[src/design/tpa_pkg.sv]
// Package for the triangle primitive assembler: action, mode and status codes,
// handle width and the result entry type. It has no dependencies.
package tpa_pkg;

    // Stored handle width; the result ports stay 16 bits wide.
    localparam int HANDLE_BITS = 16;
    localparam int OUT_BITS    = 16;
    localparam int SLOT_BITS   = (HANDLE_BITS < OUT_BITS) ? HANDLE_BITS : OUT_BITS;

    // Depth of the result queue and its index width.
    localparam int QUEUE_DEPTH = 4;
    localparam int PTR_BITS    = $clog2(QUEUE_DEPTH);
    localparam int CNT_BITS    = $clog2(QUEUE_DEPTH + 1);

    typedef enum logic [1:0] {
        ACT_BEGIN  = 2'd0,
        ACT_VERTEX = 2'd1,
        ACT_END    = 2'd2
    } action_t;

    typedef enum logic [2:0] {
        MODE_TRIANGLES = 3'd0,
        MODE_QUADS     = 3'd1,
        MODE_FAN       = 3'd2,
        MODE_STRIP     = 3'd3,
        MODE_POLYGON   = 3'd4
    } mode_t;

    typedef enum logic [1:0] {
        STATUS_TRIANGLE = 2'd0,
        STATUS_ACCEPTED = 2'd1,
        STATUS_BAD_OP   = 2'd2,
        STATUS_BAD_MODE = 2'd3
    } status_t;

    typedef logic [SLOT_BITS-1:0] handle_t;

    // One result item as it waits in the queue.
    typedef struct packed {
        logic [OUT_BITS-1:0] v0;
        logic [OUT_BITS-1:0] v1;
        logic [OUT_BITS-1:0] v2;
        status_t             status;
        logic                last;
    } result_t;

endpackage

[src/design/triangle_primitive_assembler_top.sv]
// Triangle primitive assembler: batch state, triangle assembly and result queue.
// Depends on tpa_pkg.
//
// Usage:
//   The input channel (in_valid/in_ready) carries begin, vertex and end items.
//   A begin item opens a batch in triangles, quads, fan, strip or polygon mode
//   and answers with a status result; vertex items inside a batch produce
//   triangles of handles as they complete; an end item closes the batch and
//   answers with a status result. Vertices outside a batch cause no result.
//   The output channel (out_valid/out_ready) carries one result item per
//   handshake; last marks the final result caused by one input item.
//   Throughput: one item per cycle while in_ready is high. Each item is
//   decoded in the cycle it is accepted and its results (at most two, for a
//   quad) are written into a four-entry result queue. in_ready is high while
//   at most two results are queued, so a quad never overflows the queue.
//   When the receiver stalls, results collect in the queue and in_ready drops
//   once three are waiting; nothing is lost or repeated.
//   Reset: the batch is closed, counters clear and the queue is empty. The
//   held vertex slots are not reset; they are always written before use.
module triangle_primitive_assembler_top
    import tpa_pkg::*;
(
    input  logic        clk,
    input  logic        rst_n,
    input  logic        in_valid,
    output logic        in_ready,
    input  logic [1:0]  action,
    input  logic [2:0]  draw_mode,
    input  logic [15:0] vertex_handle,
    output logic        out_valid,
    input  logic        out_ready,
    output logic [15:0] first_vertex,
    output logic [15:0] second_vertex,
    output logic [15:0] third_vertex,
    output logic [1:0]  status,
    output logic        last
);

    // Batch state.
    logic                batch_open_reg, batch_open_next;
    mode_t               mode_reg, mode_next;
    logic [1:0]          phase_reg, phase_next;
    logic [1:0]          have_reg, have_next;
    handle_t             slot_a_reg, slot_a_next;
    handle_t             slot_b_reg, slot_b_next;
    handle_t             slot_c_reg, slot_c_next;

    // Result queue.
    result_t             queue_reg [QUEUE_DEPTH];
    logic [PTR_BITS-1:0] wr_ptr_reg, rd_ptr_reg;
    logic [CNT_BITS-1:0] count_reg;

    logic                accept;
    logic                pop;
    logic [1:0]          n_push;
    result_t             res0, res1;
    handle_t             v_in;
    result_t             head;

    assign accept = in_valid && in_ready;
    assign pop    = out_valid && out_ready;
    assign v_in   = SLOT_BITS'(vertex_handle);

    // Decode the accepted item: next batch state and the results it causes.
    always_comb
    begin
        batch_open_next = batch_open_reg;
        mode_next       = mode_reg;
        phase_next      = phase_reg;
        have_next       = have_reg;
        slot_a_next     = slot_a_reg;
        slot_b_next     = slot_b_reg;
        slot_c_next     = slot_c_reg;
        n_push          = 2'd0;
        res0            = '{v0: '0, v1: '0, v2: '0, status: STATUS_ACCEPTED, last: 1'b1};
        res1            = '{v0: '0, v1: '0, v2: '0, status: STATUS_TRIANGLE, last: 1'b1};
        if (accept)
        begin
            case (action_t'(action))
                ACT_BEGIN:
                begin
                    n_push = 2'd1;
                    if (batch_open_reg)
                    begin
                        res0.status = STATUS_BAD_OP;
                    end
                    else if (draw_mode inside {[3'd0:3'd4]})
                    begin
                        batch_open_next = 1'b1;
                        mode_next       = mode_t'(draw_mode);
                        phase_next      = 2'd0;
                        have_next       = 2'd0;
                    end
                    else
                    begin
                        res0.status = STATUS_BAD_MODE;
                    end
                end
                ACT_VERTEX:
                begin
                    if (batch_open_reg)
                    begin
                        res0.status = STATUS_TRIANGLE;
                        case (mode_reg)
                            MODE_TRIANGLES:
                            begin
                                if (phase_reg == 2'd0)
                                begin
                                    slot_a_next = v_in;
                                    phase_next  = 2'd1;
                                end
                                else if (phase_reg == 2'd1)
                                begin
                                    slot_b_next = v_in;
                                    phase_next  = 2'd2;
                                end
                                else
                                begin
                                    phase_next = 2'd0;
                                    n_push     = 2'd1;
                                    res0.v0    = OUT_BITS'(slot_a_reg);
                                    res0.v1    = OUT_BITS'(slot_b_reg);
                                    res0.v2    = OUT_BITS'(v_in);
                                end
                            end
                            MODE_QUADS:
                            begin
                                if (phase_reg == 2'd0)
                                begin
                                    slot_a_next = v_in;
                                    phase_next  = 2'd1;
                                end
                                else if (phase_reg == 2'd1)
                                begin
                                    slot_b_next = v_in;
                                    phase_next  = 2'd2;
                                end
                                else if (phase_reg == 2'd2)
                                begin
                                    slot_c_next = v_in;
                                    phase_next  = 2'd3;
                                end
                                else
                                begin
                                    // Second triangle of the quad closes back on its first vertex.
                                    phase_next = 2'd0;
                                    n_push     = 2'd2;
                                    res0.v0    = OUT_BITS'(slot_a_reg);
                                    res0.v1    = OUT_BITS'(slot_b_reg);
                                    res0.v2    = OUT_BITS'(slot_c_reg);
                                    res0.last  = 1'b0;
                                    res1.v0    = OUT_BITS'(slot_c_reg);
                                    res1.v1    = OUT_BITS'(v_in);
                                    res1.v2    = OUT_BITS'(slot_a_reg);
                                end
                            end
                            MODE_FAN, MODE_STRIP:
                            begin
                                if (have_reg == 2'd0)
                                begin
                                    slot_a_next = v_in;
                                    have_next   = 2'd1;
                                end
                                else if (have_reg == 2'd1)
                                begin
                                    slot_b_next = v_in;
                                    have_next   = 2'd2;
                                end
                                else
                                begin
                                    n_push  = 2'd1;
                                    res0.v0 = OUT_BITS'(slot_a_reg);
                                    res0.v1 = OUT_BITS'(slot_b_reg);
                                    res0.v2 = OUT_BITS'(v_in);
                                    slot_b_next = v_in;
                                    // A strip slides its window; a fan keeps its root.
                                    if (mode_reg == MODE_STRIP)
                                    begin
                                        slot_a_next = slot_b_reg;
                                    end
                                end
                            end
                            default:
                            begin
                                n_push = 2'd0;
                            end
                        endcase
                    end
                end
                ACT_END:
                begin
                    n_push = 2'd1;
                    if (!batch_open_reg)
                    begin
                        res0.status = STATUS_BAD_OP;
                    end
                    else
                    begin
                        batch_open_next = 1'b0;
                        phase_next      = 2'd0;
                        have_next       = 2'd0;
                        if (mode_reg == MODE_POLYGON)
                        begin
                            res0.status = STATUS_BAD_MODE;
                        end
                    end
                end
                default:
                begin
                    n_push = 2'd0;
                end
            endcase
        end
    end

    // Batch control state.
    always_ff @(posedge clk or negedge rst_n)
    begin
        if (!rst_n)
        begin
            batch_open_reg <= 1'b0;
            mode_reg       <= MODE_TRIANGLES;
            phase_reg      <= 2'd0;
            have_reg       <= 2'd0;
        end
        else
        begin
            batch_open_reg <= batch_open_next;
            mode_reg       <= mode_next;
            phase_reg      <= phase_next;
            have_reg       <= have_next;
        end
    end

    // Held vertex handles carry no reset.
    always_ff @(posedge clk)
    begin
        slot_a_reg <= slot_a_next;
        slot_b_reg <= slot_b_next;
        slot_c_reg <= slot_c_next;
    end

    // Result queue storage.
    always_ff @(posedge clk)
    begin
        if (n_push != 2'd0)
        begin
            queue_reg[wr_ptr_reg] <= res0;
        end
        if (n_push == 2'd2)
        begin
            queue_reg[wr_ptr_reg + PTR_BITS'(1)] <= res1;
        end
    end

    // Result queue pointers and fill count.
    always_ff @(posedge clk or negedge rst_n)
    begin
        if (!rst_n)
        begin
            wr_ptr_reg <= '0;
            rd_ptr_reg <= '0;
            count_reg  <= '0;
        end
        else
        begin
            wr_ptr_reg <= wr_ptr_reg + PTR_BITS'(n_push);
            rd_ptr_reg <= rd_ptr_reg + PTR_BITS'(pop);
            count_reg  <= count_reg + CNT_BITS'(n_push) - CNT_BITS'(pop);
        end
    end

    // Room for a quad's two results is always kept before an item is taken.
    assign in_ready  = (count_reg <= CNT_BITS'(QUEUE_DEPTH - 2));
    assign out_valid = (count_reg != '0);
    assign head      = queue_reg[rd_ptr_reg];

    assign first_vertex  = head.v0;
    assign second_vertex = head.v1;
    assign third_vertex  = head.v2;
    assign status        = head.status;
    assign last          = head.last;

    // The queue never holds more entries than it has.
    assert property (@(posedge clk) disable iff (!rst_n)
        count_reg <= CNT_BITS'(QUEUE_DEPTH))
        else $error("result queue overflow");

    // The first triangle of a quad is always followed by its partner in the queue.
    assert property (@(posedge clk) disable iff (!rst_n)
        out_valid && !last |-> count_reg >= CNT_BITS'(2))
        else $error("quad triangle without its partner");

    // Status results carry zero handles.
    assert property (@(posedge clk) disable iff (!rst_n)
        out_valid && status != STATUS_TRIANGLE |->
            first_vertex == '0 && second_vertex == '0 && third_vertex == '0)
        else $error("status result with nonzero handles");

    // A closed batch holds no partial group.
    assert property (@(posedge clk) disable iff (!rst_n)
        !batch_open_reg |-> phase_reg == 2'd0 && have_reg == 2'd0)
        else $error("partial group outside a batch");

    // The fan and strip count saturates at two.
    assert property (@(posedge clk) disable iff (!rst_n)
        have_reg <= 2'd2)
        else $error("vertex count beyond two");

endmodule

[config.mk]
export PLATFORM = sky130hd
export DESIGN_NAME = triangle_primitive_assembler_top
export DESIGN_NICKNAME = d
export VERILOG_FILES = /design/src/design/tpa_pkg.sv /design/src/design/triangle_primitive_assembler_top.sv
export SDC_FILE = /design/constraint.sdc
export NUM_CORES = 1
export LEC_CHECK = 0
export ABC_AREA = 1
export BUFFER_PORTS_ARGS = -buffer_cell sky130_fd_sc_hd__clkbuf_2
export CAP_MARGIN = 5
export CORE_ASPECT_RATIO = 1.25
export CORE_UTILIZATION = 40
export DETAILED_ROUTE_END_ITERATION = 10
export MAX_ROUTING_LAYER = met4
export PLACE_DENSITY_LB_ADDON = 0.2
export SYNTH_ARGS = -nofsm -noshare
export SYNTH_HDL_FRONTEND = slang
export SYNTH_SLANG_ARGS = --single-unit
[constraint.sdc]
create_clock -name clk -period 4 [get_ports clk]
set_input_delay 0.4 -clock clk [delete_from_list [all_inputs] [get_ports clk]]
set_output_delay 0.4 -clock clk [all_outputs]
set_load 0.02 [all_outputs]
==> reports/metrics.cfg, run 1 <==
[clock_tree]
cts.sink_count=267
cts_tree=yes
htreeDepth=1
cts_resized=0
clk_pin_slew_worst_paths_ns=0.07
cts_root_buf=clkbuf_16
clk_path_buf_depth=3
ctsHoldBuffers=1
postCtsSetupRepairBufs=0
cts_buffers=28
worst_skew_pair.late_latency_ns=0.58

[setup_path]
crit_chain=inv_1 > ha_1 > nor2_1 > nand3_1 > nand2_2 > nand3_1 > nand3_4 > nand2_1 > inv_1 > nand3_1 > nand2_1
crit_top_cell=nand3_1
worstPathRequired_ns=4.44
path_max_fanout=31
critical_path.endpoint_type=flop
crit_type=reg2reg
cpMaxStageDelayCell=inv_1
arrival_ns=3.75
max_stage_delay_ns=0.56
startpoint_type=flop

[cells_and_area]
layout-drive-gt1-share_pct=12.4
diodes=0
finalInstanceArea_um2=15600
final_nets=1642
area_growth_pct=12.7
largest_reg_flops=204

[yosys]
netlist_area_um2=13800
yosysWarnings=0
synth_edf_count=240
ys_seq_elements=267
synth_nets=1608
synthCells=1571
synth-main-ff-cell=edfxtp_1
async_flop_share_pct=5.62
ys_top_cells_by_area=edfxtp_1, nand2_1, o21ai_0
yosysMostFrequentCell=nand2_1
yosys-top-cells-count=nand2_1, edfxtp_1, nor2_1
syn-mean-instance-area_um2=8.81
yosysSeqAreaShare_pct=56.5
yosysUniqueCellTypes=41
synth_top_cell_by_area=edfxtp_1
yosysTopAreaCellShare_pct=52.0

[worst_hold_path]
hold_path_class=in2reg

[drt]
first_pass_iters=5
wire_per_inst_um=22.5
vias_per_cell=5.84
drtIter0Drc=1719
drc=0
antenna_left=0
route.vias.total=11956
drt_wl_total_um=46100

[global_route]
gr-total-overflow=0
track_usage_pct=26.9
grt_max_degree=67
grt_pass1_vias=11347
grt_pass1_wl_um=70100
grt_antenna_before_repair=0

[pwr]
vdd_drop_max_mv=0.366
switching_share_pct=38.7
pwr-share-clk_pct=29.5
internal_power_mw=5.78
powerDensity_nw_per_um2=605
p_comb_share_pct=33.7
p_leak_nw=5.40
p_total_mw=9.44
p_seq_share_pct=36.8
switchingPower_mw=3.66

[sta]
hold_viol_final=0
layout_setup_ws_ns=0.691
setup_viol=0
rsz0062_at_grt=no
tns_ns=0
max_slew.worst_pin.slew_ns=0.940
relSlewSlack_pct=37.0
fmax_mhz=302
period_share_pct=82.7
holdWs_ns=0.0817
period_needed_ns=3.31
finClkSkew_ns=0.0249
slew_viol_final=0

[placement]
hpwl_um=29700
gp_congestion=0.920
dpl_cell_area_um2=14600
portBuffers=77
place_ws_ns=0.810

[floorplan]
die_area_um2=35400
die_h_um=210
num_rows=75
core_area_um2=33800
num_io_pins=78
die_x_um=168
initial_utilization_pct=41.0

[job]
maxCapViolations=0

[outcome]
status=finished, final reports clean

## worst paths after layout
path                              startpoint          endpoint  slack [ns]  cells after the start
max reg2reg                     phase_reg[0]  queue_reg[2][47]        0.69                     11
max                             phase_reg[0]  queue_reg[2][47]        0.69                     11
min in group asynchronous              rst_n      phase_reg[1]        0.26                      2
max in group asynchronous              rst_n     rd_ptr_reg[0]        3.41                      2
min                        vertex_handle[11]    slot_c_reg[11]        0.08                      1
min reg2reg                  queue_reg[2][0]   queue_reg[2][0]        0.46                      2
## layer usage
metal,routed length (µm),global-route usage [%]
met5,0,-
met3,3360,2.99
met1,18600,34.5
met4,1940,11.8
met2,22200,43.2
## cells by family (layout without fill, tap and decap cells)
family	Yosys count	in the layout	synth area share, %
adder cells (fa/ha/maj)	12	12	1.14
buffers and inverters	189	243	5.78
flip-flops	267	267	56.5
AO/OA/AOI/OAI	370	370	14.3
AND/OR/NAND/NOR	728	728	22.0
XOR/XNOR	5	5	0.316
## power by group through the flow
stage	sequential, mW	combinational (mW)	clock [mW]
after global routing	3.50	3.45	2.89
after floorplan	3.47	2.04	0
final	3.48	3.18	2.78
after global placement	3.53	3.15	0
after CTS	3.47	3.20	2.78
after detailed placement	3.53	3.19	0
## critical path: cells and delay by family (launching register included)
kind	cells	cell delay, ns
and+or+nand+nor	8	1.84
DFF	1	0.40
buffers and inverters	2	0.67
adders and majority gates	1	0.23
## layout make-up
| type | instances | area (µm²) |
|---|---|---|
| fillers | 3229 | 18200 |
| flip-flops and latches | 267 | 7820 |
| multi-input cells | 1115 | 5260 |
| repair buffers | 116 | 743 |
| clock buffers | 31 | 712 |
| well taps | 423 | 529 |
| inverters | 77 | 293 |
| clock inverters | 19 | 248 |
## layout by cell type (no fill, tap or decap), types with 10 or more instances in the layout
master / count
a21oi_1: 41
buf_4: 33
clkbuf_16: 28
clkbuf_2: 77
dfrtp_1: 14
dfxtp_1: 12
edfxtp_1: 240
ha_1: 11
inv_1: 67
nand2_1: 366
nand2_2: 10
nand3_1: 118
nor2_1: 185
nor2_2: 10
nor3_1: 20
o21ai_0: 182
o21ai_1: 54
o22ai_1: 88
## metrics by stage
stage / util, % / instances
finish: 46.2 / 2048
global route: 46.2 / 2048
CTS: 46.2 / 2048
detailed placement: 43.3 / 1997
global placement: 43.3 / 1997
floorplan: - / 1571
Power figures use the tool's default switching activity.
==> run 2: changes to the inputs <==
==> constraint.sdc (replaced) <==
create_clock -name clk -period 2.9 [get_ports clk]
set_input_delay 0.29 -clock clk [delete_from_list [all_inputs] [get_ports clk]]
set_output_delay 0.29 -clock clk [all_outputs]
set_load 0.02 [all_outputs]
==> run 2 against run 1 <==
Register-to-register slack worse by 0.40 ns; worst setup slack worse by 0.52 ns; first-iteration DRC count is 26% lower; critical endpoint is now third_vertex[12]; die area stayed put; critical path depth is 7 lower; clock-buffer cell count is 16 higher; via count is 0.99% higher; combinational power is 42% higher; sequential power is 38% higher; routed wire length is 2.4% higher; hold slack worse by 0.055 ns; clock skew is 0.015 ns lower.
==> reports/metrics.cfg, run 2 (same netlist as run 1, synthesis figures left out) <==
[global_route]
gr-total-overflow=0  ; unchanged
grt_max_degree=65  ; -3.0%
grt_antenna_before_repair=1  ; +1
track_usage_pct=27.8  ; +0.91 points
grt_pass1_vias=11801  ; +4.0%
grt_pass1_wl_um=72100  ; +2.9%

[sta]
fmax_mhz=366
slew_viol_final=0  ; unchanged
period_needed_ns=2.73
holdWs_ns=0.0263  ; -0.0554 ns
tns_ns=0  ; unchanged
max_slew.worst_pin.slew_ns=0.741  ; -0.199 ns
period_share_pct=94.2
rsz0062_at_grt=no
relSlewSlack_pct=50.6  ; +14 points
finClkSkew_ns=0.00981  ; -0.0151 ns
setup_viol=0  ; unchanged
hold_viol_final=0  ; unchanged

[floorplan]
num_rows=75  ; unchanged
num_io_pins=78  ; unchanged
die_area_um2=35400  ; unchanged
die_h_um=210  ; unchanged
core_area_um2=33800  ; unchanged
initial_utilization_pct=41.0  ; unchanged
die_x_um=168  ; unchanged

[setup_path]
path_max_fanout=50  ; +61%
cpMaxStageDelayCell=dfrtp_2
crit_type=reg2out
arrival_ns=2.44  ; -1.31 ns
critical_path.endpoint_type=output port
crit_chain=buf_12 > o21ai_0 > o22ai_1 > clkbuf_2
worstPathRequired_ns=2.61  ; -1.83 ns
startpoint_type=flop
rr_worst_depth=13  ; +2
r2r-end=count_reg[2]
cp_num_buf_inv=2  ; unchanged
critical_path.top_delay_family=flip-flops
r2r_start=phase_reg[0]
worst-r2r-setup-slack_ns=0.29  ; -0.40 ns
max_stage_delay_ns=0.73  ; +0.17 ns

[job]
maxCapViolations=0  ; unchanged

[worst_hold_path]
hold_path_depth=1  ; unchanged
holdPathEnd=slot_c_reg[11]
min_from=vertex_handle[11]
hold_path_class=in2reg

[cells_and_area]
final_nets=1672  ; +1.8%
finalInstanceArea_um2=15900  ; +2.0%
mostFrequentLayoutCell=nand2_1
mostFrequentLayoutCells=nand2_1, edfxtp_1, nor2_1
largest_reg_flops=204  ; unchanged
n_fill_cell=3237  ; +0.25%
area_growth_pct=14.9
layout-drive-gt1-share_pct=13.5  ; +1.1 points

[clock_tree]
cts_buffers=28  ; unchanged
cts_tree=yes
htreeDepth=1  ; unchanged
clk_path_buf_depth=3  ; unchanged
postCtsSetupRepairBufs=0  ; unchanged
worst_skew_pair.late_latency_ns=0.56  ; -0.02 ns
cts_resized=0  ; unchanged
cts.sink_count=267  ; unchanged
ctsHoldBuffers=6  ; +5
cts_root_buf=clkbuf_16
clk_pin_slew_worst_paths_ns=0.06  ; about the same

[drt]
met1Wirelength_um=18500  ; -0.57%
vias_per_cell=5.80  ; -0.57%
route.vias.total=12074  ; +0.99%
drc=0  ; unchanged
highest_layer=met4
drt_wl_total_um=47300  ; +2.4%
antenna_left=0  ; unchanged
met2_length_um=22400  ; +0.59%
drtIter0Drc=1272  ; -26%
dr_wl_met3_um=4350  ; +29%
wire_per_inst_um=22.7  ; +0.86%
first_pass_iters=5  ; unchanged

[pwr]
powerDensity_nw_per_um2=808  ; +34%
vdd_drop_max_mv=0.655  ; +79%
p_leak_nw=5.59  ; +3.5%

[placement]
dpl_cell_area_um2=15000  ; +2.2%
hpwl_um=30000  ; +1.1%
gp_congestion=0.876  ; -4.7%
portBuffers=77  ; unchanged

[outcome]
status=finished, final reports clean

[run 2: layer usage]
layer | GRT usage, % | up-vias
met4 | 12.8 | 0
met2 | 44.2 | 671
li1 | - | 5572
met3 | 3.94 | 130
met5 | - | -
met1 | 35.3 | 5701
[run 2: worst max-delay path by stage]
stage	startpoint	end	depth (start not counted)
finish	rd_ptr_reg[0]	third_vertex[12]	4
global route	rd_ptr_reg[0]	first_vertex[13]	4
CTS	rd_ptr_reg[0]	first_vertex[13]	4
detailed placement	phase_reg[0]	count_reg[2]	13
global placement	phase_reg[0]	count_reg[2]	13
floorplan	phase_reg[0]	queue_reg[1][10]	11
[run 2: area by class of cell]
type                    instances  area (µm²)  area share, %
well taps                     423         529           3.33
clock inverters                 4        16.3          0.102
inverters                      77         293           1.84
multi-input cells            1115        5260           33.0
diodes                          1        2.50         0.0157
clock buffers                  47         873           5.49
flip-flops and latches        267        7820           49.2
repair buffers                146        1120           7.03
[run 2: power breakdown]
| group | switching (mW) | internal [mW] | leakage (nW) | total [mW] |
|---|---|---|---|---|
| registers | 0.266 | 4.54 | 2.51 | 4.81 |
| logic | 3.21 | 1.32 | 2.64 | 4.53 |
| clock network | 1.48 | 2.03 | 0.440 | 3.52 |
[run 2: metrics by stage]
step	power [mW]	cells	util, %	setup WS, ns
global placement	9.37	2022	44.3	0.319
floorplan	7.61	1571	-	0.239
global route	13.4	2080	47.1	0.0381
CTS	12.9	2079	47.1	0.0842
finish	12.9	2080	47.1	0.168
detailed placement	9.42	2022	44.3	0.269
